`src/design/rpme_pkg.sv`:
```
// rpme_pkg: shared types and constants for the refresh period median estimator
// no dependencies

package rpme_pkg;

    // history ring; depth must be a power of two so ring indexes wrap naturally
    localparam int HIST_AW     = 4;
    localparam int HIST_DEPTH  = 1 << HIST_AW;
    localparam int MEDIAN_N    = 15;
    localparam int CNT_W       = $clog2(HIST_DEPTH + 1);

    localparam int PERIOD_W    = 40;
    localparam int TIME_W      = 64;
    localparam int COUNT_W     = 32;
    localparam int FREQ_W      = 32;
    localparam int FRAC_BITS   = 8;
    localparam int QUO_W       = TIME_W + FRAC_BITS;
    localparam int SCALED_W    = PERIOD_W + 10;

    localparam logic [FREQ_W-1:0] FREQ_RESET = 32'd10000000;

    // input command codes
    localparam logic CMD_SAMPLE = 1'b0;
    localparam logic CMD_CLEAR  = 1'b1;

    // sequencer states
    typedef enum logic [3:0] {
        ST_IDLE,
        ST_DECIDE,
        ST_DIV,
        ST_SCALE,
        ST_WINDOW,
        ST_PUBCHK,
        ST_MED_RDC,
        ST_MED_LDC,
        ST_MED_SCAN,
        ST_MED_EVAL,
        ST_FINISH
    } state_t;

    // request to the serial divider
    typedef struct packed {
        logic                 start;
        logic [TIME_W-1:0]    dividend;
        logic [COUNT_W-1:0]   divisor;
    } div_req_t;

    // answer from the serial divider
    typedef struct packed {
        logic                 done;
        logic [PERIOD_W-1:0]  period;
    } div_rsp_t;

endpackage

```
`src/design/refresh_period_median_estimator_core.sv`:
```
// refresh_period_median_estimator_core: top level, sequencer and published estimate
// depends on rpme_pkg, rpme_div, rpme_ram
//
// Usage:
// - input channel (in_valid/in_ready) takes one word: cmd, stats_ok, sync_time,
//   sync_count. Every accepted word yields exactly one output word.
// - output channel (out_valid/out_ready) carries estimate_valid, period_estimate
//   (32.8 ticks) and last_vblank_time, the currently published estimate.
// - cfg channel (cfg_valid/cfg_ready) writes counter_frequency; always ready,
//   write it only while the block is idle.
// - one word at a time: in_ready is high only in the idle state.
// - timing: a clear or ignored word goes straight to the finish step; a sample
//   forming a period waits on the 72-step serial divider; a median publication
//   is bounded by the single read port of the history ram, scanned once per
//   candidate.
// - the result sits in an output register; the next word is accepted while it
//   waits, and that word's result is held until out_ready takes the first.
// - reset: frequency 10000000, no previous sample, empty history, no estimate.

module refresh_period_median_estimator_core
    import rpme_pkg::*;
(
    input  logic                clk,
    input  logic                rst_n,
    input  logic                in_valid,
    output logic                in_ready,
    input  logic                cmd,
    input  logic                stats_ok,
    input  logic [TIME_W-1:0]   sync_time,
    input  logic [COUNT_W-1:0]  sync_count,
    output logic                out_valid,
    input  logic                out_ready,
    output logic                estimate_valid,
    output logic [PERIOD_W-1:0] period_estimate,
    output logic [TIME_W-1:0]   last_vblank_time,
    input  logic                cfg_valid,
    output logic                cfg_ready,
    input  logic [FREQ_W-1:0]   cfg_data
);

    state_t state_reg, state_next;

    logic [FREQ_W-1:0]   freq_reg;
    logic [TIME_W-1:0]   prev_time_reg, prev_time_next;
    logic [COUNT_W-1:0]  prev_count_reg, prev_count_next;
    logic                have_prev_reg, have_prev_next;
    logic [CNT_W-1:0]    hist_count_reg, hist_count_next;
    logic [HIST_AW-1:0]  base_reg, base_next;
    logic                pub_valid_reg, pub_valid_next;
    logic [PERIOD_W-1:0] pub_period_reg, pub_period_next;
    logic [TIME_W-1:0]   pub_time_reg, pub_time_next;
    logic                out_valid_reg, out_valid_next;
    logic                est_valid_reg, est_valid_next;
    logic [PERIOD_W-1:0] est_period_reg, est_period_next;
    logic [TIME_W-1:0]   est_time_reg, est_time_next;
    logic [HIST_AW-1:0]  cand_reg, cand_next;
    logic [HIST_AW-1:0]  scan_reg, scan_next;
    logic [CNT_W-1:0]    lt_reg, lt_next;
    logic [CNT_W-1:0]    le_reg, le_next;

    // payload latches, no reset
    logic                cmd_reg, stats_reg;
    logic [TIME_W-1:0]   time_reg;
    logic [COUNT_W-1:0]  count_reg;
    logic [PERIOD_W-1:0] period_reg, period_next;
    logic [PERIOD_W-1:0] cand_val_reg, cand_val_next;
    logic [SCALED_W-1:0] scaled_reg, lo_reg, hi_reg;

    div_req_t            div_req;
    div_rsp_t            div_rsp;

    logic                ram_we;
    logic [HIST_AW-1:0]  ram_waddr, ram_raddr;
    logic [PERIOD_W-1:0] ram_rdata;

    logic                in_acc;
    logic [CNT_W-1:0]    half_n;
    logic                out_free;

    assign in_acc    = in_valid && in_ready;
    assign half_n    = hist_count_reg >> 1;
    assign out_free  = !out_valid_reg || out_ready;
    assign cfg_ready = 1'b1;

    rpme_div u_div (
        .clk   (clk),
        .rst_n (rst_n),
        .req   (div_req),
        .rsp   (div_rsp)
    );

    rpme_ram #(
        .WIDTH (PERIOD_W),
        .DEPTH (HIST_DEPTH)
    ) u_hist (
        .clk   (clk),
        .we    (ram_we),
        .waddr (ram_waddr),
        .wdata (period_reg),
        .raddr (ram_raddr),
        .rdata (ram_rdata)
    );

    // sequencer: next state and datapath controls
    always_comb
    begin
        state_next      = state_reg;
        prev_time_next  = prev_time_reg;
        prev_count_next = prev_count_reg;
        have_prev_next  = have_prev_reg;
        hist_count_next = hist_count_reg;
        base_next       = base_reg;
        pub_valid_next  = pub_valid_reg;
        pub_period_next = pub_period_reg;
        pub_time_next   = pub_time_reg;
        out_valid_next  = out_valid_reg;
        est_valid_next  = est_valid_reg;
        est_period_next = est_period_reg;
        est_time_next   = est_time_reg;
        cand_next       = cand_reg;
        scan_next       = scan_reg;
        lt_next         = lt_reg;
        le_next         = le_reg;
        period_next     = period_reg;
        cand_val_next   = cand_val_reg;
        in_ready        = 1'b0;
        div_req.start    = 1'b0;
        div_req.dividend = time_reg - prev_time_reg;
        div_req.divisor  = count_reg - prev_count_reg;
        ram_we          = 1'b0;
        ram_waddr       = base_reg + hist_count_reg[HIST_AW-1:0];
        ram_raddr       = base_reg + cand_reg;

        if (out_valid_reg && out_ready)
        begin
            out_valid_next = 1'b0;
        end

        unique case (state_reg)
            ST_IDLE:
            begin
                in_ready = 1'b1;
                if (in_valid)
                begin
                    state_next = ST_DECIDE;
                end
            end
            ST_DECIDE:
            begin
                if (cmd_reg == CMD_CLEAR)
                begin
                    prev_time_next  = '0;
                    prev_count_next = '0;
                    have_prev_next  = 1'b0;
                    hist_count_next = '0;
                    base_next       = '0;
                    pub_valid_next  = 1'b0;
                    pub_period_next = '0;
                    pub_time_next   = '0;
                    state_next      = ST_FINISH;
                end
                else if (!stats_reg || time_reg == '0)
                begin
                    state_next = ST_FINISH;
                end
                else
                begin
                    state_next = ST_PUBCHK;
                    if (have_prev_reg)
                    begin
                        if (count_reg < prev_count_reg)
                        begin
                            hist_count_next = '0;
                        end
                        else if (count_reg > prev_count_reg)
                        begin
                            div_req.start = 1'b1;
                            state_next    = ST_DIV;
                        end
                    end
                    prev_time_next  = time_reg;
                    prev_count_next = count_reg;
                    have_prev_next  = 1'b1;
                end
            end
            ST_DIV:
            begin
                if (div_rsp.done)
                begin
                    period_next = div_rsp.period;
                    state_next  = ST_SCALE;
                end
            end
            ST_SCALE:
            begin
                state_next = ST_WINDOW;
            end
            ST_WINDOW:
            begin
                if (scaled_reg >= lo_reg && scaled_reg <= hi_reg)
                begin
                    if (hist_count_reg < CNT_W'(HIST_DEPTH))
                    begin
                        ram_we          = 1'b1;
                        hist_count_next = hist_count_reg + 1'b1;
                    end
                end
                else
                begin
                    hist_count_next = '0;
                end
                state_next = ST_PUBCHK;
            end
            ST_PUBCHK:
            begin
                cand_next = '0;
                if (hist_count_reg >= CNT_W'(MEDIAN_N))
                begin
                    state_next = ST_MED_RDC;
                end
                else
                begin
                    state_next = ST_FINISH;
                end
            end
            ST_MED_RDC:
            begin
                ram_raddr  = base_reg + cand_reg;
                state_next = ST_MED_LDC;
            end
            ST_MED_LDC:
            begin
                cand_val_next = ram_rdata;
                ram_raddr     = base_reg;
                scan_next     = '0;
                lt_next       = '0;
                le_next       = '0;
                state_next    = ST_MED_SCAN;
            end
            ST_MED_SCAN:
            begin
                // count history entries below and not above the candidate
                if (ram_rdata < cand_val_reg)
                begin
                    lt_next = lt_reg + 1'b1;
                end
                if (ram_rdata <= cand_val_reg)
                begin
                    le_next = le_reg + 1'b1;
                end
                ram_raddr = base_reg + scan_reg + 1'b1;
                scan_next = scan_reg + 1'b1;
                if ({1'b0, scan_reg} == hist_count_reg - 1'b1)
                begin
                    state_next = ST_MED_EVAL;
                end
            end
            ST_MED_EVAL:
            begin
                // candidate sits at sorted position n/2
                if (lt_reg <= half_n && le_reg > half_n)
                begin
                    pub_valid_next  = 1'b1;
                    pub_period_next = cand_val_reg;
                    pub_time_next   = time_reg;
                    base_next       = base_reg
                                    + HIST_AW'(hist_count_reg - half_n);
                    hist_count_next = half_n;
                    state_next      = ST_FINISH;
                end
                else
                begin
                    cand_next  = cand_reg + 1'b1;
                    state_next = ST_MED_RDC;
                end
            end
            ST_FINISH:
            begin
                if (out_free)
                begin
                    out_valid_next  = 1'b1;
                    est_valid_next  = pub_valid_reg;
                    est_period_next = pub_period_reg;
                    est_time_next   = pub_time_reg;
                    state_next      = ST_IDLE;
                end
            end
            default:
            begin
                state_next = ST_IDLE;
            end
        endcase
    end

    // control and published state
    always_ff @(posedge clk or negedge rst_n)
    begin
        if (!rst_n)
        begin
            state_reg      <= ST_IDLE;
            freq_reg       <= FREQ_RESET;
            prev_time_reg  <= '0;
            prev_count_reg <= '0;
            have_prev_reg  <= 1'b0;
            hist_count_reg <= '0;
            base_reg       <= '0;
            pub_valid_reg  <= 1'b0;
            pub_period_reg <= '0;
            pub_time_reg   <= '0;
            out_valid_reg  <= 1'b0;
            est_valid_reg  <= 1'b0;
            est_period_reg <= '0;
            est_time_reg   <= '0;
            cand_reg       <= '0;
            scan_reg       <= '0;
            lt_reg         <= '0;
            le_reg         <= '0;
        end
        else
        begin
            state_reg      <= state_next;
            if (cfg_valid && cfg_ready)
            begin
                freq_reg <= cfg_data;
            end
            prev_time_reg  <= prev_time_next;
            prev_count_reg <= prev_count_next;
            have_prev_reg  <= have_prev_next;
            hist_count_reg <= hist_count_next;
            base_reg       <= base_next;
            pub_valid_reg  <= pub_valid_next;
            pub_period_reg <= pub_period_next;
            pub_time_reg   <= pub_time_next;
            out_valid_reg  <= out_valid_next;
            est_valid_reg  <= est_valid_next;
            est_period_reg <= est_period_next;
            est_time_reg   <= est_time_next;
            cand_reg       <= cand_next;
            scan_reg       <= scan_next;
            lt_reg         <= lt_next;
            le_reg         <= le_next;
        end
    end

    // input word capture and window arithmetic
    always_ff @(posedge clk)
    begin
        if (in_acc)
        begin
            cmd_reg   <= cmd;
            stats_reg <= stats_ok;
            time_reg  <= sync_time;
            count_reg <= sync_count;
        end
        period_reg   <= period_next;
        cand_val_reg <= cand_val_next;
        scaled_reg   <= SCALED_W'(period_reg) * SCALED_W'(1000);
        lo_reg       <= SCALED_W'(freq_reg) << 8;
        hi_reg       <= SCALED_W'(freq_reg) * SCALED_W'(25600);
    end

    assign out_valid        = out_valid_reg;
    assign estimate_valid   = est_valid_reg;
    assign period_estimate  = est_period_reg;
    assign last_vblank_time = est_time_reg;

    // history never holds more entries than the ram
    a_hist_bound: assert property (@(posedge clk) disable iff (!rst_n)
        hist_count_reg <= CNT_W'(HIST_DEPTH))
        else $error("history count beyond depth");

    // a new output word comes only out of the finish step
    a_out_src: assert property (@(posedge clk) disable iff (!rst_n)
        $rose(out_valid_reg) |-> $past(state_reg == ST_FINISH))
        else $error("output word without finish");

    // a clear leaves no published estimate
    a_clear: assert property (@(posedge clk) disable iff (!rst_n)
        (state_reg == ST_DECIDE && cmd_reg == CMD_CLEAR) |=>
            (!pub_valid_reg && hist_count_reg == '0))
        else $error("clear left state behind");

    // no history write outside the window step
    a_we: assert property (@(posedge clk) disable iff (!rst_n)
        ram_we |-> (state_reg == ST_WINDOW))
        else $error("history written outside window step");

endmodule

```
`src/design/rpme_ram.sv`:
```
// rpme_ram: generic single-write, single-read ram with registered read data
// no dependencies

module rpme_ram #(
    parameter int WIDTH = 8,
    parameter int DEPTH = 16
) (
    input  logic                     clk,
    input  logic                     we,
    input  logic [$clog2(DEPTH)-1:0] waddr,
    input  logic [WIDTH-1:0]         wdata,
    input  logic [$clog2(DEPTH)-1:0] raddr,
    output logic [WIDTH-1:0]         rdata
);

    logic [WIDTH-1:0] mem [DEPTH];

    // write port and registered read port
    always_ff @(posedge clk)
    begin
        if (we)
        begin
            mem[waddr] <= wdata;
        end
        rdata <= mem[raddr];
    end

endmodule

```
`src/design/rpme_div.sv`:
```
// rpme_div: bit-serial restoring divider, floor(dividend * 256 / divisor)
// depends on rpme_pkg; result saturates to the 40-bit maximum

module rpme_div
    import rpme_pkg::*;
(
    input  logic     clk,
    input  logic     rst_n,
    input  div_req_t req,
    output div_rsp_t rsp
);

    localparam int ITER_W = $clog2(QUO_W + 1);

    logic [QUO_W-1:0]   dvd_reg, dvd_next;
    logic [COUNT_W:0]   rem_reg, rem_next;
    logic [COUNT_W-1:0] dsr_reg, dsr_next;
    logic [ITER_W-1:0]  iter_reg, iter_next;
    logic               run_reg, run_next;
    logic               done_reg, done_next;
    logic [COUNT_W:0]   trial;
    logic               qbit;

    // one quotient bit per cycle
    always_comb
    begin
        trial     = {rem_reg[COUNT_W-1:0], dvd_reg[QUO_W-1]};
        qbit      = (trial >= {1'b0, dsr_reg});
        dvd_next  = dvd_reg;
        rem_next  = rem_reg;
        dsr_next  = dsr_reg;
        iter_next = iter_reg;
        run_next  = run_reg;
        done_next = 1'b0;
        if (req.start)
        begin
            dvd_next  = {req.dividend, {FRAC_BITS{1'b0}}};
            rem_next  = '0;
            dsr_next  = req.divisor;
            iter_next = ITER_W'(QUO_W);
            run_next  = 1'b1;
        end
        else if (run_reg)
        begin
            rem_next  = qbit ? (trial - {1'b0, dsr_reg}) : trial;
            dvd_next  = {dvd_reg[QUO_W-2:0], qbit};
            iter_next = iter_reg - 1'b1;
            if (iter_reg == ITER_W'(1))
            begin
                run_next  = 1'b0;
                done_next = 1'b1;
            end
        end
    end

    always_ff @(posedge clk or negedge rst_n)
    begin
        if (!rst_n)
        begin
            run_reg  <= 1'b0;
            done_reg <= 1'b0;
            iter_reg <= '0;
        end
        else
        begin
            run_reg  <= run_next;
            done_reg <= done_next;
            iter_reg <= iter_next;
        end
    end

    always_ff @(posedge clk)
    begin
        dvd_reg <= dvd_next;
        rem_reg <= rem_next;
        dsr_reg <= dsr_next;
    end

    // saturate when the quotient does not fit in 32.8
    assign rsp.done   = done_reg;
    assign rsp.period = (dvd_reg[QUO_W-1:PERIOD_W] != '0) ? {PERIOD_W{1'b1}}
                                                          : dvd_reg[PERIOD_W-1:0];

endmodule
```
`config.mk`:
```
export PLATFORM = sky130hd
export DESIGN_NAME = refresh_period_median_estimator_core
export DESIGN_NICKNAME = d
export VERILOG_FILES = /design/src/design/rpme_pkg.sv /design/src/design/refresh_period_median_estimator_core.sv /design/src/design/rpme_ram.sv /design/src/design/rpme_div.sv
export SDC_FILE = /design/constraint.sdc
export NUM_CORES = 2
export LEC_CHECK = 0
export ABC_AREA = 1
export BUFFER_PORTS_ARGS = -buffer_cell sky130_fd_sc_hd__buf_2
export CAP_MARGIN = 0
export CORE_MARGIN = 5
export CORE_UTILIZATION = 65
export CTS_BUF_LIST = sky130_fd_sc_hd__clkbuf_2 sky130_fd_sc_hd__clkbuf_4 sky130_fd_sc_hd__clkbuf_8
export CTS_CLUSTER_DIAMETER = 30
export DETAILED_ROUTE_END_ITERATION = 7
export PLACE_DENSITY_LB_ADDON = 0.08
export RECOVER_POWER = 25
export SETUP_SLACK_MARGIN = 0.2
export SKIP_LAST_GASP = 1
export SYNTH_ARGS = -nofsm -noshare
export SYNTH_HDL_FRONTEND = slang
export SYNTH_HIERARCHICAL = 1
export SYNTH_SLANG_ARGS = --single-unit
```
`constraint.sdc`:
```
create_clock -name clk -period 8.1 [get_ports clk]
set_clock_uncertainty 0.05 [all_clocks]
set_input_delay 1.62 -clock clk [delete_from_list [all_inputs] [get_ports clk]]
set_output_delay 1.62 -clock clk [all_outputs]
set_load 0.1 [all_outputs]
```
==> results.cfg <==
[sta]
finalSetupViolCount = 0
rsz0062_at_grt = no
tightest_slew_ps = 3010
final.setup.tns_ps = 0
slew_headroom_pct = -101
drv_slew = 42
post-route-min-period_ps = 5340
max_clock_freq_mhz = 187
finalWorstSetupSlack_ps = 2760
fin_crit_sh_pct = 66.0
hold_viol = 0
holdWs_ps = 383

[routing]
ant_nets = 0
dr.pass1.iters = 8
wire_per_inst_um = 20.2
drt_iter0_markers = 5708
vias = 61656
met3WireLength_um = 19700
drt-total-wl_um = 222000
met1_length_um = 91200
top_layer_used = met5
drc_errors = 0
viasPerCell = 5.60
met2_wirelength_um = 102000

[synthesis]
synth_top_area_share_pct = 34.1
ys.flop_type = edfxtp_1
syn-num-nets = 9557
synth_top_area_cell = edfxtp_1
synth.most_common_cell = nand2_1
yosysWarnings = 6
synth_seq_cells = 1487
seq_area_frac_synth_pct = 50.7
synth_common_cells = 2002 x nand2_1, 1764 x inv_1, 914 x edfxtp_1
synth-edff-count = 914
async_flop_share_pct = 25.6
avgSynthCellArea_um2 = 9.19
synth.area.top_cells = edfxtp_1 34%, dfrtp_1 12%, nand2_1 9.3%
syn_area_um2 = 80500
synth_cells = 8763
yosys.cell_types.count = 68

[clock_network]
cts-resized-gates = 0
root_buffer = clkbuf_8
cts_tree = done
postCtsSetupBuffers = 0
cts_buffer_depth = 4
cts_made_buffers = 321
hold_buffers = 0
clkTransAtPathRegs_ps = 50
clkLatencyLatePin_ps = 1020
htree_levels = 5
cts.sinks = 1487

[global_route]
grt_pass1_vias = 60473
grt_pass1_wl_um = 342000
grt_max_degree = 176
grt.overflow.total = 0
antenna_found_initial = 9
grt_usage_pct = 33.7

[worst_setup_path]
crit_start = period_reg[9]$_DFFE_PP_
cp.arrival_ps = 6180
crit_fanout = 19
endpoint_kind = register
r2r_start = period_reg[9]$_DFFE_PP_
endpoint = scaled_reg[42]$_DFF_P_
r2r_end = scaled_reg[42]$_DFF_P_
rr_worst_depth = 14
r2r_slack_ps = 2760
worstSetupPathType = reg2reg
critPathRequiredTime_ps = 8940
start_kind = register

[die]
coreArea_um2 = 123000
die_w_um = 362
die-area_um2 = 131000
ioPinCount = 243
die_y_um = 362
rows = 129
initial_core_util_pct = 65.2

[cells_and_area]
post-route-util_pct = 73.0
num-fill-cells = 9118
fin_nets = 9927
drive_gt1_share_pct = 10.3
syn_to_final_growth_pct = 12.0
register_area_um2 = 40800
largest_reg_flops = 640
multiInputGateArea_um2 = 31800

[pwr]
irDropWorstVdd_v = 0.000449
p_per_area_nw_per_um2 = 352
p_leak_nw = 42.0

[place]
routabilityCongestion = 1.01
io_buffers = 241
dp_worst_setup_slack_ps = 2910
hpwl_um = 151000

[run_status]
violations = capacitance limit, slew limit
status = complete, but fails checks

[job]
maxCapViolations = 1

[min_path]
min_path_type = reg2reg
-- critical path, cell delays in order, from the launching register on --
cell and delay, ps:
edfxtp_1 820, inv_1 320, fa_1 610, fa_1 450, fa_1 520, fa_1 540
inv_1 50, ha_1 430, nand2_1 190, nor2_1 360, nand4_1 250, nor2_1 210
nand3_1 110, nand3_1 170, xor2_1 150
-- kinds of logic (layout without fill, tap and decap cells) --
group	Yosys count	after routing	share of synthesized area (%)
buffers and inverters	2023	2634	10.1
other	1	5	0.00466
flip-flops	1487	1487	50.7
multiplexers	6	6	0.0839
AND/OR/NAND/NOR	3360	3360	17.5
AO/OA/AOI/OAI	1033	1033	7.52
adder cells (fa/ha/maj)	659	659	12.0
XOR/XNOR	194	194	2.11
-- report_power, final --
part | total (W) | internal (W) | switching (W)
clock | 0.00899 | 0.00555 | 0.00344
combinational | 0.0126 | 0.00349 | 0.00915
sequential | 0.0101 | 0.00943 | 0.000646
total | 0.0317 | 0.0185 | 0.0132
-- metrics by stage --
stage	total power, W	cells	instance area [µm²]
6_report	0.0317	11015	90200
5_1_grt	0.0335	11013	90200
4_1_cts	0.0317	11011	90200
3_5_place_dp	0.0226	10447	83000
3_3_place_gp	0.0224	10447	83000
2_1_floorplan	0.0195	8763	80500
-- placed cells by master (no fill, tap or decap), drive strengths merged, types with 6 or more instances in the layout --
| cell | Yosys | final |
|---|---|---|
| a21boi | 12 | 12 |
| a21o | 34 | 34 |
| a21oi | 300 | 300 |
| a22o | 22 | 22 |
| a31oi | 33 | 33 |
| buf | 168 | 269 |
| bufinv | 0 | 37 |
| clkbuf | 78 | 442 |
| clkinv | 1 | 77 |
| clkinvlp | 0 | 23 |
| dfrtp | 372 | 372 |
| dfstp | 8 | 8 |
| dfxtp | 193 | 193 |
| edfxtp | 914 | 914 |
| fa | 186 | 186 |
| ha | 473 | 473 |
| inv | 1776 | 1786 |
| mux2 | 6 | 6 |
| nand2 | 2030 | 2030 |
| nand3 | 706 | 706 |
| nand3b | 29 | 29 |
| nand4 | 45 | 45 |
| nor2 | 463 | 463 |
| nor3 | 42 | 42 |
| nor4 | 27 | 27 |
| o211ai | 14 | 14 |
| o21a | 9 | 9 |
| o21ai | 381 | 381 |
| o21bai | 33 | 33 |
| o221ai | 6 | 6 |
| o22ai | 178 | 178 |
| or2 | 6 | 6 |
| xnor2 | 67 | 67 |
| xor2 | 127 | 127 |
-- per-layer routing --
metal	global-route usage, %	vias to the layer above
li1	-	29053
met1	46.2	29280
met2	53.3	2800
met3	6.47	519
met4	13.8	4
met5	0	-
-- how the worst min path moves through the flow --
stage	slack (ps)	start	cells after the start	endpoint
floorplan	340	freq_reg[1]$_DFFE_PN0P_	0	hi_reg[11]$_DFF_P_
detailed placement	360	freq_reg[6]$_DFFE_PN0P_	0	lo_reg[14]$_DFF_P_
global route	390	u_hist/rdata[2]$_DFF_P_	0	cand_val_reg[2]$_DFFE_PP_
global placement	360	freq_reg[6]$_DFFE_PN0P_	0	lo_reg[14]$_DFF_P_
CTS	350	freq_reg[10]$_DFFE_PN1P_	0	lo_reg[18]$_DFF_P_
finish	380	freq_reg[0]$_DFFE_PN0P_	0	hi_reg[10]$_DFF_P_
-- area by class of cell --
| cell class | instances | share of cell area [%] |
|---|---|---|
| Inverter | 1777 | 7.41 |
| Sequential cell | 1487 | 45.3 |
| Clock inverter | 146 | 1.99 |
| Multi-Input combinational cell | 5253 | 35.3 |
| Tap cell | 1637 | 2.27 |
| Clock buffer | 418 | 5.96 |
| Antenna cell | 4 | 0.0111 |
| Timing Repair Buffer | 293 | 1.79 |
No activity file was read; power rests on OpenSTA's default activity.
